$ cat config.mk
export PLATFORM = sky130hd
export DESIGN_NAME = two_ended_hunk_temp_allocator_core
export DESIGN_NICKNAME = d
export VERILOG_FILES = /design/src/design/tehta_pkg.sv /design/src/design/tehta_alu.sv /design/src/design/tehta_rec.sv /design/src/design/two_ended_hunk_temp_allocator_core.sv
export SDC_FILE = /design/constraint.sdc
export NUM_CORES = 2
export LEC_CHECK = 0
export ABC_CLOCK_PERIOD_IN_PS = 16250
export BUFFER_PORTS_ARGS = -buffer_cell sky130_fd_sc_hd__buf_2
export CAP_MARGIN = 20
export CORE_ASPECT_RATIO = 0.75
export CORE_MARGIN = 2
export CORE_UTILIZATION = 65
export DETAILED_ROUTE_END_ITERATION = 10
export GPL_TIMING_DRIVEN = 0
export PLACE_DENSITY = 0.83
export SYNTH_ARGS = -nofsm -noshare
export SYNTH_HDL_FRONTEND = slang
export SYNTH_SLANG_ARGS = --single-unit
$ cat constraint.sdc
create_clock -name clk_i -period 16.25 [get_ports clk_i]
set_input_delay 0.8125 -clock clk_i [delete_from_list [all_inputs] [get_ports clk_i]]
set_output_delay 0.8125 -clock clk_i [all_outputs]
set_load 0.1 [all_outputs]
$ cat src/design/tehta_pkg.sv
`timescale 1ns / 1ps
`default_nettype none

package tehta_pkg;

  typedef enum logic [1:0] {
    OP_ALLOC_HIGH = 2'd0,
    OP_CLEAR_HIGH = 2'd1,
    OP_ALLOC_LOW  = 2'd2,
    OP_FREE_LOW   = 2'd3
  } op_e;

  localparam logic [1:0] StatusOk        = 2'd0;
  localparam logic [1:0] StatusNoSpace   = 2'd1;
  localparam logic [1:0] StatusBadMagic  = 2'd2;
  localparam logic [1:0] StatusStackFull = 2'd3;

  localparam logic [1:0] ActNone     = 2'd0;
  localparam logic [1:0] ActCommit   = 2'd1;
  localparam logic [1:0] ActDecommit = 2'd2;

  localparam logic [1:0] CfgBase  = 2'd0;
  localparam logic [1:0] CfgTotal = 2'd1;
  localparam logic [1:0] CfgPerm  = 2'd2;

  localparam logic [31:0] AlignAdd         = 32'h0000_000F;
  localparam logic [31:0] AlignMask        = 32'hFFFF_FFF0;
  localparam logic [31:0] HeaderBytes      = 32'h0000_0010;
  localparam logic [31:0] ShortCommitLimit = 32'h0002_0000;

  typedef struct packed {
    logic [31:0] a;
    logic [31:0] b;
    logic        sub;
  } alu_req_t;

endpackage

`default_nettype wire

$ cat src/design/tehta_alu.sv
`timescale 1ns / 1ps
`default_nettype none

module tehta_alu (
  input  tehta_pkg::alu_req_t req_i,
  input  logic [30:0]         total_i,
  output logic [31:0]         sum_o,
  output logic                gt_total_o
);
  import tehta_pkg::*;

  logic [31:0] b_eff;
  logic [32:0] full;

  assign b_eff = req_i.sub ? ~req_i.b : req_i.b;
  assign full  = {1'b0, req_i.a} + {1'b0, b_eff} + {32'd0, req_i.sub};
  assign sum_o = full[31:0];

  // Only meaningful for an add: the true 33-bit sum against the region size.
  assign gt_total_o = !req_i.sub && (full > {2'b00, total_i});

endmodule

`default_nettype wire

$ cat src/design/tehta_rec.sv
`timescale 1ns / 1ps
`default_nettype none

module tehta_rec #(
  parameter int unsigned Depth = 16,
  parameter int unsigned IdxW  = 4
) (
  input  logic             clk_i,
  input  logic             rst_ni,
  input  logic             wr_en_i,
  input  logic [IdxW-1:0]  wr_idx_i,
  input  logic [31:0]      wr_payload_i,
  input  logic [31:0]      wr_length_i,
  input  logic             clr_en_i,
  input  logic [IdxW-1:0]  clr_idx_i,
  input  logic [IdxW-1:0]  rd_idx_i,
  output logic [31:0]      rd_payload_o,
  output logic [31:0]      rd_length_o,
  output logic [Depth-1:0] live_o
);

  logic [31:0]      pay_mem [Depth];
  logic [31:0]      len_mem [Depth];
  logic [31:0]      rd_payload_q;
  logic [31:0]      rd_length_q;
  logic [Depth-1:0] live_q;

  always_ff @(posedge clk_i) begin
    if (wr_en_i) begin
      pay_mem[wr_idx_i] <= wr_payload_i;
      len_mem[wr_idx_i] <= wr_length_i;
    end
    rd_payload_q <= pay_mem[rd_idx_i];
    rd_length_q  <= len_mem[rd_idx_i];
  end

  always_ff @(posedge clk_i or negedge rst_ni) begin
    if (!rst_ni) begin
      live_q <= '0;
    end else begin
      if (clr_en_i) begin
        live_q[clr_idx_i] <= 1'b0;
      end
      if (wr_en_i) begin
        live_q[wr_idx_i] <= 1'b1;
      end
    end
  end

  assign rd_payload_o = rd_payload_q;
  assign rd_length_o  = rd_length_q;
  assign live_o       = live_q;

endmodule

`default_nettype wire

$ cat src/design/two_ended_hunk_temp_allocator_core.sv
// Each operation runs as a sequence of states: clear high, alloc high (ending early when out
// of space), alloc low (ending early when out of space or when the stack is full), and free
// low, which scans records from the top and, on a hit, pops dead records off the top.
// One 32-bit adder is shared by every address and length computation; busy_o is high from transfer to result.
// The receiver cannot stall: the strobe lasts one cycle and a new transfer may start then.
// Reset is asynchronous, active low, and clears cursors, count, live bits and config.
`timescale 1ns / 1ps
`default_nettype none

module two_ended_hunk_temp_allocator_core #(
  parameter int unsigned RECORD_DEPTH = 16,
  parameter int unsigned PAGE_BITS    = 12
) (
  input  logic        clk_i,
  input  logic        rst_ni,
  input  logic        start_i,
  output logic        busy_o,
  input  logic [1:0]  opcode_i,
  input  logic [30:0] request_size_i,
  input  logic [31:0] block_address_i,
  input  logic        cfg_valid_i,
  output logic        cfg_ready_o,
  input  logic [1:0]  cfg_index_i,
  input  logic [31:0] cfg_data_i,
  output logic        result_valid_o,
  output logic [1:0]  status_o,
  output logic [31:0] payload_address_o,
  output logic [1:0]  page_action_o,
  output logic [31:0] range_start_o,
  output logic [31:0] range_length_o,
  output logic        short_commit_o
);
  import tehta_pkg::*;

  localparam int unsigned CntW = $clog2(RECORD_DEPTH + 1);
  localparam int unsigned IdxW = (RECORD_DEPTH > 1) ? $clog2(RECORD_DEPTH) : 1;
  localparam logic [CntW-1:0] DepthCnt = CntW'(RECORD_DEPTH);
  localparam logic [31:0] PageAdd  = 32'((64'd1 << PAGE_BITS) - 64'd1);
  localparam logic [31:0] PageMask = ~PageAdd;

  typedef enum logic [4:0] {
    S_IDLE, S_TOP, S_OLDEDGE,
    S_HADD, S_HALN, S_HOVF, S_HPAY, S_HFIN,
    S_CNEW, S_CFIN,
    S_LALIGN, S_LSIZE, S_LHDR, S_LOVF, S_LPAY, S_LPAY16, S_LLEN,
    S_LB0A, S_LB0B, S_LB1A, S_LB1B, S_LFIN,
    S_FREAD, S_FCMP, S_FE0A, S_FE0B, S_FSUB, S_FE1A, S_FE1B, S_FPOP, S_FFIN
  } state_e;

  state_e      state_q;
  op_e         op_q;
  logic [30:0] size_q;
  logic [31:0] addr_q;
  logic [31:0] base_q;
  logic [30:0] total_q;
  logic [30:0] perm_q;
  logic [31:0] top_q;
  logic [31:0] hi_q;
  logic [31:0] lo_q;
  logic [31:0] old_q;
  logic [31:0] new_q;
  logic [31:0] acc_q;
  logic [31:0] pay_q;
  logic [CntW-1:0] cnt_q;
  logic [CntW-1:0] scan_q;

  logic        valid_q;
  logic [1:0]  status_q;
  logic [31:0] payload_q;
  logic [1:0]  action_q;
  logic [31:0] rstart_q;
  logic [31:0] rlen_q;
  logic        short_q;

  alu_req_t    alu_req;
  logic [31:0] alu_sum;
  logic        alu_gt;

  logic [CntW-1:0]   scan_m1;
  logic [CntW-1:0]   cnt_m1;
  logic [31:0]       rd_payload;
  logic [31:0]       rd_length;
  logic [RECORD_DEPTH-1:0] live_vec;
  logic              rec_wr;
  logic              rec_clr;
  logic              hit;

  assign scan_m1 = scan_q - CntW'(1);
  assign cnt_m1  = cnt_q - CntW'(1);
  assign hit     = live_vec[scan_q[IdxW-1:0]] && (rd_payload == addr_q);
  assign rec_wr  = (state_q == S_LLEN);
  assign rec_clr = (state_q == S_FCMP) && hit;

  always_comb begin
    alu_req = '0;
    case (state_q)
      S_TOP:     begin alu_req.a = base_q; alu_req.b = {1'b0, total_q}; end
      S_OLDEDGE: begin alu_req.a = top_q; alu_req.b = hi_q; alu_req.sub = 1'b1; end
      S_HADD:    begin alu_req.a = hi_q; alu_req.b = {1'b0, size_q}; end
      S_HALN:    begin alu_req.a = acc_q; alu_req.b = AlignAdd; end
      S_HOVF:    begin alu_req.a = hi_q; alu_req.b = lo_q; end
      S_HPAY:    begin alu_req.a = top_q; alu_req.b = hi_q; alu_req.sub = 1'b1; end
      S_HFIN:    begin alu_req.a = old_q; alu_req.b = acc_q; alu_req.sub = 1'b1; end
      S_CNEW:    begin alu_req.a = top_q; alu_req.b = {1'b0, perm_q}; alu_req.sub = 1'b1; end
      S_CFIN:    begin alu_req.a = acc_q; alu_req.b = old_q; alu_req.sub = 1'b1; end
      S_LALIGN:  begin alu_req.a = lo_q; alu_req.b = AlignAdd; end
      S_LSIZE:   begin alu_req.a = acc_q; alu_req.b = {1'b0, size_q}; end
      S_LHDR:    begin alu_req.a = new_q; alu_req.b = HeaderBytes; end
      S_LOVF:    begin alu_req.a = hi_q; alu_req.b = lo_q; end
      S_LPAY:    begin alu_req.a = base_q; alu_req.b = acc_q; end
      S_LPAY16:  begin alu_req.a = pay_q; alu_req.b = HeaderBytes; end
      S_LLEN:    begin alu_req.a = new_q; alu_req.b = old_q; alu_req.sub = 1'b1; end
      S_LB0A:    begin alu_req.a = base_q; alu_req.b = old_q; end
      S_LB0B:    begin alu_req.a = acc_q; alu_req.b = PageAdd; end
      S_LB1A:    begin alu_req.a = base_q; alu_req.b = new_q; end
      S_LB1B:    begin alu_req.a = acc_q; alu_req.b = PageAdd; end
      S_LFIN:    begin alu_req.a = new_q; alu_req.b = old_q; alu_req.sub = 1'b1; end
      S_FE0A:    begin alu_req.a = base_q; alu_req.b = lo_q; end
      S_FE0B:    begin alu_req.a = acc_q; alu_req.b = PageAdd; end
      S_FSUB:    begin alu_req.a = lo_q; alu_req.b = pay_q; alu_req.sub = 1'b1; end
      S_FE1A:    begin alu_req.a = base_q; alu_req.b = lo_q; end
      S_FE1B:    begin alu_req.a = acc_q; alu_req.b = PageAdd; end
      S_FFIN:    begin alu_req.a = old_q; alu_req.b = new_q; alu_req.sub = 1'b1; end
      default:   ;
    endcase
  end

  tehta_alu u_alu (
    .req_i      (alu_req),
    .total_i    (total_q),
    .sum_o      (alu_sum),
    .gt_total_o (alu_gt)
  );

  tehta_rec #(
    .Depth (RECORD_DEPTH),
    .IdxW  (IdxW)
  ) u_rec (
    .clk_i        (clk_i),
    .rst_ni       (rst_ni),
    .wr_en_i      (rec_wr),
    .wr_idx_i     (cnt_q[IdxW-1:0]),
    .wr_payload_i (pay_q),
    .wr_length_i  (alu_sum),
    .clr_en_i     (rec_clr),
    .clr_idx_i    (scan_q[IdxW-1:0]),
    .rd_idx_i     (scan_m1[IdxW-1:0]),
    .rd_payload_o (rd_payload),
    .rd_length_o  (rd_length),
    .live_o       (live_vec)
  );

  always_ff @(posedge clk_i or negedge rst_ni) begin
    if (!rst_ni) begin
      state_q   <= S_IDLE;
      op_q      <= OP_ALLOC_HIGH;
      size_q    <= '0;
      addr_q    <= '0;
      base_q    <= '0;
      total_q   <= '0;
      perm_q    <= '0;
      top_q     <= '0;
      hi_q      <= '0;
      lo_q      <= '0;
      old_q     <= '0;
      new_q     <= '0;
      acc_q     <= '0;
      pay_q     <= '0;
      cnt_q     <= '0;
      scan_q    <= '0;
      valid_q   <= 1'b0;
      status_q  <= StatusOk;
      payload_q <= '0;
      action_q  <= ActNone;
      rstart_q  <= '0;
      rlen_q    <= '0;
      short_q   <= 1'b0;
    end else begin
      valid_q <= 1'b0;

      if (cfg_valid_i && cfg_ready_o) begin
        case (cfg_index_i)
          CfgBase:  base_q  <= cfg_data_i;
          CfgTotal: total_q <= cfg_data_i[30:0];
          CfgPerm:  perm_q  <= cfg_data_i[30:0];
          default:  ;
        endcase
      end

      case (state_q)
        S_IDLE: begin
          if (start_i) begin
            op_q    <= op_e'(opcode_i);
            size_q  <= request_size_i;
            addr_q  <= block_address_i;
            state_q <= S_TOP;
          end
        end
        S_TOP: begin
          top_q  <= alu_sum;
          scan_q <= cnt_q;
          case (op_q)
            OP_ALLOC_HIGH, OP_CLEAR_HIGH: state_q <= S_OLDEDGE;
            OP_ALLOC_LOW: begin
              if (cnt_q >= DepthCnt) begin
                valid_q   <= 1'b1;
                status_q  <= StatusStackFull;
                payload_q <= '0;
                action_q  <= ActNone;
                rstart_q  <= '0;
                rlen_q    <= '0;
                short_q   <= 1'b0;
                state_q   <= S_IDLE;
              end else begin
                state_q <= S_LALIGN;
              end
            end
            default: state_q <= S_FREAD;
          endcase
        end
        S_OLDEDGE: begin
          old_q   <= alu_sum & PageMask;
          state_q <= (op_q == OP_CLEAR_HIGH) ? S_CNEW : S_HADD;
        end
        S_HADD: begin
          acc_q   <= alu_sum;
          state_q <= S_HALN;
        end
        S_HALN: begin
          hi_q    <= alu_sum & AlignMask;
          state_q <= S_HOVF;
        end
        S_HOVF, S_LOVF: begin
          if (alu_gt) begin
            valid_q   <= 1'b1;
            status_q  <= StatusNoSpace;
            payload_q <= '0;
            action_q  <= ActNone;
            rstart_q  <= '0;
            rlen_q    <= '0;
            short_q   <= 1'b0;
            state_q   <= S_IDLE;
          end else begin
            state_q <= (state_q == S_HOVF) ? S_HPAY : S_LPAY;
          end
        end
        S_HPAY: begin
          pay_q   <= alu_sum;
          acc_q   <= alu_sum & PageMask;
          state_q <= S_HFIN;
        end
        S_HFIN: begin
          valid_q   <= 1'b1;
          status_q  <= StatusOk;
          payload_q <= pay_q;
          action_q  <= (acc_q != old_q) ? ActCommit : ActNone;
          rstart_q  <= (acc_q != old_q) ? acc_q : 32'd0;
          rlen_q    <= (acc_q != old_q) ? alu_sum : 32'd0;
          short_q   <= (acc_q != old_q) && (alu_sum <= ShortCommitLimit);
          state_q   <= S_IDLE;
        end
        S_CNEW: begin
          acc_q   <= alu_sum & PageMask;
          hi_q    <= {1'b0, perm_q};
          state_q <= S_CFIN;
        end
        S_CFIN: begin
          valid_q   <= 1'b1;
          status_q  <= StatusOk;
          payload_q <= '0;
          action_q  <= (acc_q != old_q) ? ActDecommit : ActNone;
          rstart_q  <= (acc_q != old_q) ? old_q : 32'd0;
          rlen_q    <= (acc_q != old_q) ? alu_sum : 32'd0;
          short_q   <= 1'b0;
          state_q   <= S_IDLE;
        end
        S_LALIGN: begin
          acc_q   <= alu_sum & AlignMask;
          old_q   <= lo_q;
          state_q <= S_LSIZE;
        end
        S_LSIZE: begin
          new_q   <= alu_sum;
          state_q <= S_LHDR;
        end
        S_LHDR: begin
          new_q   <= alu_sum;
          lo_q    <= alu_sum;
          state_q <= S_LOVF;
        end
        S_LPAY: begin
          pay_q   <= alu_sum;
          state_q <= S_LPAY16;
        end
        S_LPAY16: begin
          pay_q   <= alu_sum;
          state_q <= S_LLEN;
        end
        S_LLEN: begin
          cnt_q   <= cnt_q + CntW'(1);
          state_q <= S_LB0A;
        end
        S_LB0A: begin
          acc_q   <= alu_sum;
          state_q <= S_LB0B;
        end
        S_LB0B: begin
          old_q   <= alu_sum & PageMask;
          state_q <= S_LB1A;
        end
        S_LB1A: begin
          acc_q   <= alu_sum;
          state_q <= S_LB1B;
        end
        S_LB1B: begin
          new_q   <= alu_sum & PageMask;
          state_q <= S_LFIN;
        end
        S_LFIN: begin
          valid_q   <= 1'b1;
          status_q  <= StatusOk;
          payload_q <= pay_q;
          action_q  <= (new_q != old_q) ? ActCommit : ActNone;
          rstart_q  <= (new_q != old_q) ? old_q : 32'd0;
          rlen_q    <= (new_q != old_q) ? alu_sum : 32'd0;
          short_q   <= (new_q != old_q) && (alu_sum <= ShortCommitLimit);
          state_q   <= S_IDLE;
        end
        S_FREAD: begin
          if (scan_q == '0) begin
            valid_q   <= 1'b1;
            status_q  <= StatusBadMagic;
            payload_q <= '0;
            action_q  <= ActNone;
            rstart_q  <= '0;
            rlen_q    <= '0;
            short_q   <= 1'b0;
            state_q   <= S_IDLE;
          end else begin
            scan_q  <= scan_m1;
            state_q <= S_FCMP;
          end
        end
        S_FCMP: begin
          if (hit) begin
            pay_q   <= rd_length;
            state_q <= S_FE0A;
          end else begin
            state_q <= S_FREAD;
          end
        end
        S_FE0A: begin
          acc_q   <= alu_sum;
          state_q <= S_FE0B;
        end
        S_FE0B: begin
          old_q   <= alu_sum & PageMask;
          state_q <= S_FSUB;
        end
        S_FSUB: begin
          lo_q    <= alu_sum;
          state_q <= S_FE1A;
        end
        S_FE1A: begin
          acc_q   <= alu_sum;
          state_q <= S_FE1B;
        end
        S_FE1B: begin
          new_q   <= alu_sum & PageMask;
          state_q <= S_FPOP;
        end
        S_FPOP: begin
          if ((cnt_q != '0) && !live_vec[cnt_m1[IdxW-1:0]]) begin
            cnt_q <= cnt_m1;
          end else begin
            state_q <= S_FFIN;
          end
        end
        S_FFIN: begin
          valid_q   <= 1'b1;
          status_q  <= StatusOk;
          payload_q <= '0;
          action_q  <= (old_q != new_q) ? ActDecommit : ActNone;
          rstart_q  <= (old_q != new_q) ? new_q : 32'd0;
          rlen_q    <= (old_q != new_q) ? alu_sum : 32'd0;
          short_q   <= 1'b0;
          state_q   <= S_IDLE;
        end
        default: state_q <= S_IDLE;
      endcase
    end
  end

  assign busy_o            = (state_q != S_IDLE);
  assign cfg_ready_o       = 1'b1;
  assign result_valid_o    = valid_q;
  assign status_o          = status_q;
  assign payload_address_o = payload_q;
  assign page_action_o     = action_q;
  assign range_start_o     = rstart_q;
  assign range_length_o    = rlen_q;
  assign short_commit_o    = short_q;

`ifndef ASSERT_OFF
  a_count_bound: assert property (@(posedge clk_i) disable iff (!rst_ni)
    cnt_q <= DepthCnt)
    else $error("record count exceeds the stack depth");

  a_single_strobe: assert property (@(posedge clk_i) disable iff (!rst_ni)
    result_valid_o |=> !result_valid_o)
    else $error("result strobe lasted more than one cycle");

  a_accept_busy: assert property (@(posedge clk_i) disable iff (!rst_ni)
    (start_i && !busy_o) |=> busy_o)
    else $error("transfer accepted but block not busy");

  a_no_range_on_error: assert property (@(posedge clk_i) disable iff (!rst_ni)
    (result_valid_o && (status_o != StatusOk)) |->
      ((page_action_o == ActNone) && (range_length_o == 32'd0) && !short_commit_o))
    else $error("failed operation reported a page range");
`endif

endmodule

`default_nettype wire

==> results.md, run 1 <==
- The run stopped with a tool error.
- The flow halted during global routing (5_1_grt).
- The first error in the log reads "[ERROR GRT-0232] Routing congestion too high. Check the congestion heatmap in the GUI".
- Of the total synthesized cell area, the portion taken by full adders, half adders and majority gates is 0.01311.
- The horizontal die dimension is around 380 um.
- Summed over all layers, the global routing overflow is 34.
- The die is 284.8 um tall.
- Pin placement for this block handled a little over 200 I/O pins.
- After synthesis the netlist holds a flip-flop and latch count of roughly 1600.
- Synthesis instantiated 93 different standard cells from the library.
- Counting along the longest clock path gives a buffer depth of 3.
- The starting density of the core is 0.6587.
- The number of placement rows is between 100 and 150.
- At the end of routability-driven placement, the weighted congestion stood at 1.129.
- For this run, the leading register cell type out of synthesis is sky130_fd_sc_hd__edfxtp_1.
- The post-synth net total is roughly 4600.
- The average instance in the mapped netlist occupies ~15 sq um.
- Clock tree synthesis selected as its root buffer the cell sky130_fd_sc_hd__clkbuf_16.
- After clock tree synthesis, the repair step resized 0 gates.
- The number of buffers added by the clock tree synthesis step is between 100 and 150.
- For this run, asynchronously set or reset flops after synthesis account for 0.3217.
- The pin count of the biggest net entering global routing is 122.
- After clock tree synthesis, the setup repair step added 0 buffers.
- The count of flip-flops with a built-in enable after synthesis is 1024.
- The global routing usage summed across all routing layers is 0.6570.
- The share of the synthesized netlist area taken by xor and xnor gates is 0.02087.
- Of the total synthesized cell area, the portion taken by AND, OR, NAND and NOR gates is 0.05322.
- After synthesis the cells add up to 68340 sq um.
- The placed wire-length estimate is ~200000 um.
- The share of synthesized area spent on multiplexers is 0.1402.
- For this design, the CTS-stage hold fixing added 0 buffers.
- The main combinational cell family by area after synthesis is multiplexers.
- The share of the Yosys chip area taken by registers is 0.6576.
- The compound-cell area share of the yosys netlist is 0.09147.
- The number of levels in the clock H-tree is 4.
- The synthesized instance count is around 4400.
- For this run, the number of Yosys warnings is 0.
- The number of I/O port buffers is roughly 210.
- The clock net sink count is around 1600.
==> cells by family after synthesis <==
| logic type | after synthesis |
|---|---|
| XOR/XNOR | 159 |
| multiplexers | 523 |
| adder cells (fa/ha/maj) | 71 |
| buffers and inverters | 405 |
| other | 1 |
| AO/OA/AOI/OAI | 890 |
| flip-flops | 1604 |
| AND/OR/NAND/NOR | 779 |
==> metrics by stage <==
stage                     setup WS, ns  instances  hold slack (ns)  utilization  cell area (sq um)
after floorplan                  9.769       4432           0.4466            -              68340
after global placement           3.563       6041           0.4503       0.6855              71120
after detailed placement         4.819       6125           0.4527       0.7044              73090
after CTS                        4.242       6400          0.07534       0.7523              78060
==> metal layers <==
layer  global-route usage  overflow
met1               0.7391         2
met2               0.8028        17
met3               0.5233         1
met4               0.4695        14
met5               0.2356         0
==> Yosys cell counts, types with 46 or more instances <==
master / instances / area, sq um
sky130_fd_sc_hd__xnor2_1: 95 / 832.1
sky130_fd_sc_hd__dfxtp_1: 64 / 1281
sky130_fd_sc_hd__ha_1: 70 / 875.8
sky130_fd_sc_hd__nand4_1: 80 / 500.5
sky130_fd_sc_hd__inv_1: 93 / 349.1
sky130_fd_sc_hd__clkbuf_1: 245 / 919.6
sky130_fd_sc_hd__nand3_1: 46 / 230.2
sky130_fd_sc_hd__o21ai_0: 214 / 1071
sky130_fd_sc_hd__a222oi_1: 92 / 920.9
sky130_fd_sc_hd__mux2_2: 174 / 1959
sky130_fd_sc_hd__xor2_1: 61 / 534.3
sky130_fd_sc_hd__dfrtp_1: 516 / 12910
sky130_fd_sc_hd__nand2_1: 388 / 1456
sky130_fd_sc_hd__a21oi_1: 146 / 730.7
sky130_fd_sc_hd__edfxtp_1: 1024 / 30750
sky130_fd_sc_hd__mux4_2: 330 / 7432
sky130_fd_sc_hd__a22o_1: 105 / 919.6
sky130_fd_sc_hd__nor2_1: 114 / 427.9
sky130_fd_sc_hd__a22oi_1: 122 / 915.9
==> run 2, diff against run 1 <==
- CORE_ASPECT_RATIO: 0.75 -> unset
- CORE_UTILIZATION: 65 -> 40
- PLACE_DENSITY: 0.83 -> unset
- PLACE_DENSITY_LB_ADDON: unset -> 0.15
==> run 2 against run 1 <==
  * The flow now finishes, with violations (DRC)
  * Area after synthesis unchanged
  * Synthesized cell count unchanged
==> results.md, run 2 <==
- TritonCTS built the clock tree.
- Cell types occupying the most area after synthesis: sky130_fd_sc_hd__edfxtp_1 (45%), sky130_fd_sc_hd__dfrtp_1 (19%), sky130_fd_sc_hd__mux4_2 (11%) (unchanged).
- The post-synth net total is 4606 (unchanged).
- Run status: finished, violations left (was did not finish).
- The post-route DRC violation count is 18.
- The maximum clock insertion buffer count was 3 (unchanged).
- The die covers 174200 sq um.
- Of the cells placed in the final design, the portion with a size suffix greater than 1 is 0.2363.
- The number of levels in the clock H-tree came to 4 (unchanged).
- In this run the critical register-to-register path is launched from state_q[2].
- The worst setup path endpoint is range_length_o[28].
- The number of cells on the worst reg-to-reg path is 31.
- The placed wire-length estimate is 187700 um (was 202300 um).
- STA puts the critical path data arrival time at ~13 ns.
- The count of endpoints failing hold in the final timing report is 0.
- The maximum single-stage delay on the critical path is 1.02 ns.
- The first global-routing pass estimated ~360000 um of wire.
- Leading post-synthesis cells by instance count: sky130_fd_sc_hd__edfxtp_1 (1024), sky130_fd_sc_hd__dfrtp_1 (516), sky130_fd_sc_hd__nand2_1 (388) (unchanged).
- The synthesized flop and latch total is 1604 (unchanged).
- The count of flip-flops with a built-in enable after synthesis came to 1024 (unchanged).
- The setup path with the least slack is of type flop to flop.
- The required time of the critical path is 16.97 ns.
- For this run the aggregate overflow at the end of global routing stands at 0.
- Clock-pin slew was measured on the worst setup and hold paths at about 0.06 ns.
- The global routing usage summed across all routing layers is 0.2989.
- The area of the core is ~170000 sq um.
- The synthesized area per cell came to 15.42 sq um (unchanged).
- Leaving out fill and tap cells, the most frequent cells in the layout are sky130_fd_sc_hd__edfxtp_1 (1024), sky130_fd_sc_hd__dfrtp_1 (515), sky130_fd_sc_hd__nand2_1 (388), sky130_fd_sc_hd__mux4_2 (330), sky130_fd_sc_hd__clkbuf_1 (282).
- The cell with the most instances after synthesis is sky130_fd_sc_hd__edfxtp_1 (unchanged).
- The sequential area share after synthesis is 0.6576 (unchanged).
- The top-area cell type share of the netlist area was 0.4499 (unchanged).
- In the final layout, the registers with the most flip-flops are u_rec.len_mem (512), u_rec.pay_mem (512).
- The final reports fail on DRC.
- The worst setup path is captured at a flop.
- The total negative slack is 0 ns.
- The starting DRC count in detailed routing is between 6000 and 7000.
- Measured against its own limit, the worst slew margin works out to 0.1321.
- The number of global-route vias before repair is about 45000.
- The top cell type by total area after synthesis was sky130_fd_sc_hd__edfxtp_1 (unchanged).
- The critical path launch point type is a flop.
- The clock root buffer was sky130_fd_sc_hd__clkbuf_16 (unchanged).
- The height of the die came to 417.3 um (was 284.8 um).
- The starting density of the core is 0.4033 (was 0.6587).
- The setup-violating endpoint count in the final report is 0.
- The number of distinct library cell variants in the gate-level netlist after synthesis is 93 (unchanged).
- The number of placement rows is 151 (was 102).
- Entering global routing, the biggest net connects ~110 pins.
- The count of maximum capacitance violations is 0.
- The area growth from synthesis to final layout is 18.20%.
- The clock period could shrink to ~12 ns.
- The fraction of synthesis flops using an asynchronous set or reset pin was 0.3217 (unchanged).
- The cell area after synthesis is 68340 sq um (unchanged).
- The final max-slew violation count is 0.
- The most common cell after layout, fill and taps aside is sky130_fd_sc_hd__edfxtp_1.
- Dividing the final minimum period by the clock period gives 0.7347.
- The slowest stage of the critical path is the sky130_fd_sc_hd__clkbuf_1 cell.
- The cell area after layout is 80780 sq um.
- The post-detailed-routing wire length is 262000 um.
- The cell that appears most often on the critical path is sky130_fd_sc_hd__clkbuf_1.
- Setup repair after global routing left no endpoint under its margin.
- The maximum operating frequency is approximately 0.084 GHz.
- Of all nets on the critical path, the largest fanout is 18.
- In this run the worst hold path is classified as input port to flop.
- The transition at the pin with the smallest max-transition slack is around 1.3 ns.
- Setup slack on the worst reg-to-reg path comes out at between 4 and 5 ns.
- The placed standard-cell area is 74690 sq um (was 73090 sq um).
- The clock net sink count is 1604 (unchanged).
- The total of warnings raised by yosys is 0 (unchanged).
- The last weighted congestion value of the routability-driven placer came to 1.035 (was 1.129).
- The number of top-level pins was 207 (unchanged).
- The number of nets in the final layout is ~5000.
- The total vias in the final route is between 40000 and 50000.
- Across the routed clock network, the largest skew measured is around 0.044 ns.
- The number of I/O port buffers is 205 (unchanged).
- After detailed routing, the number of vias per cell comes to a little over 6.
- The synthesized instance count is 4432 (unchanged).
- The number of buffers added by the clock tree synthesis step is 170 (was 149).
- The post-detailed-route wirelength per cell is about 36 um.
- The start point of the critical path is state_q[2].
- The dominant synthesized flop cell was sky130_fd_sc_hd__edfxtp_1 (unchanged).
- The worst flop-to-flop path endpoint is range_length_o[28].
- The later pin in the worst-skew pair is clocked with a latency of just over 0.8 ns.
- The first detailed-routing pass took 11 iterations.
- The horizontal die dimension came to 417.3 um (was 378.4 um).
- The residual antenna-violating net count after detailed routing is 0.
- The initial antenna violation count is 14.
- Final hold analysis gives a worst-case slack of between 0.2 and 0.25 ns.
run 2: cell counts after synthesis:
Identical to the previous run, type by type.
run 2: worst min path at each step:
| stage | from | to | cells after the start |
|---|---|---|---|
| 2_1_floorplan | top_q[27] | top_q[27] | 2 |
| 3_3_place_gp | range_start_o[7] | range_start_o[7] | 2 |
| 3_5_place_dp | range_start_o[15] | range_start_o[15] | 2 |
| 4_1_cts | request_size_i[7] | size_q[7] | 2 |
| 5_1_grt | request_size_i[9] | size_q[9] | 2 |
| 6_report | request_size_i[15] | size_q[15] | 2 |
run 2: critical path, delay by kind of cell, from the launching register on:
family	cells	cell delay, ns
buf+inv	10	4.63
compound gates	11	3.38
simple gates	6	2.20
fa+ha+maj	2	0.69
flops	1	0.39
mux	1	0.39
xor+xnor	1	0.09
run 2: final cells by class:
cell class / count / area [sq um]
Fill cell: 14670 / 88700
Inverter: 94 / 352.8
Timing Repair Buffer: 346 / 3694
Sequential cell: 1604 / 44940
Buffer: 311 / 1255
Multi-Input combinational cell: 2423 / 22040
Tap cell: 2218 / 2775
Clock inverter: 90 / 1055
Antenna cell: 6 / 15.01
Clock buffer: 228 / 4642
run 2: kinds of logic after synthesis:
family / after synthesis / share of synthesized area
adders and majority gates: 71 / 0.01311
DFF: 1604 / 0.6576
other: 1 / 0.00005487
AOI/OAI and AO/OA: 890 / 0.09147
buffers and inverters: 405 / 0.02343
xor gates and xnor gates: 159 / 0.02087
muxes: 523 / 0.1402
and+or+nand+nor: 779 / 0.05322
run 2: repair_timing:
| item | in CTS | in global routing |
|---|---|---|
| hold endpoints to repair | 37 | 0 |
| hold buffers | 1 | 0 |
| gates resized for setup | 0 | 0 |
| setup buffers | 0 | 0 |
run 2: layer usage:
| metal | vias up | track usage | routed length, um | share of wire |
|---|---|---|---|---|
| met1 | 23810 | 0.4037 | 104900 | 0.40 |
| met4 | 2 | 0.1355 | 13140 | 0.050 |
| met2 | 2625 | 0.4629 | 119900 | 0.46 |
| met5 | - | 0 | 10 | 0.000038 |
| met3 | 551 | 0.06662 | 24020 | 0.092 |
| li1 | 18450 | - | - | - |
run 2: per-stage QoR:
step                setup WS (ns)    util  cells
floorplan                   9.769       -   4432
global placement            2.744  0.4257   6855
detailed placement          4.863  0.4407   6973
CTS                         4.821  0.4744   7292
global route                4.401  0.4766   7316
finish                      4.312  0.4766   7320
Power of run 2 is left out: the tool's default activity adds up to more than one toggle a clock period on the data nets, which glitch-free logic cannot reach.
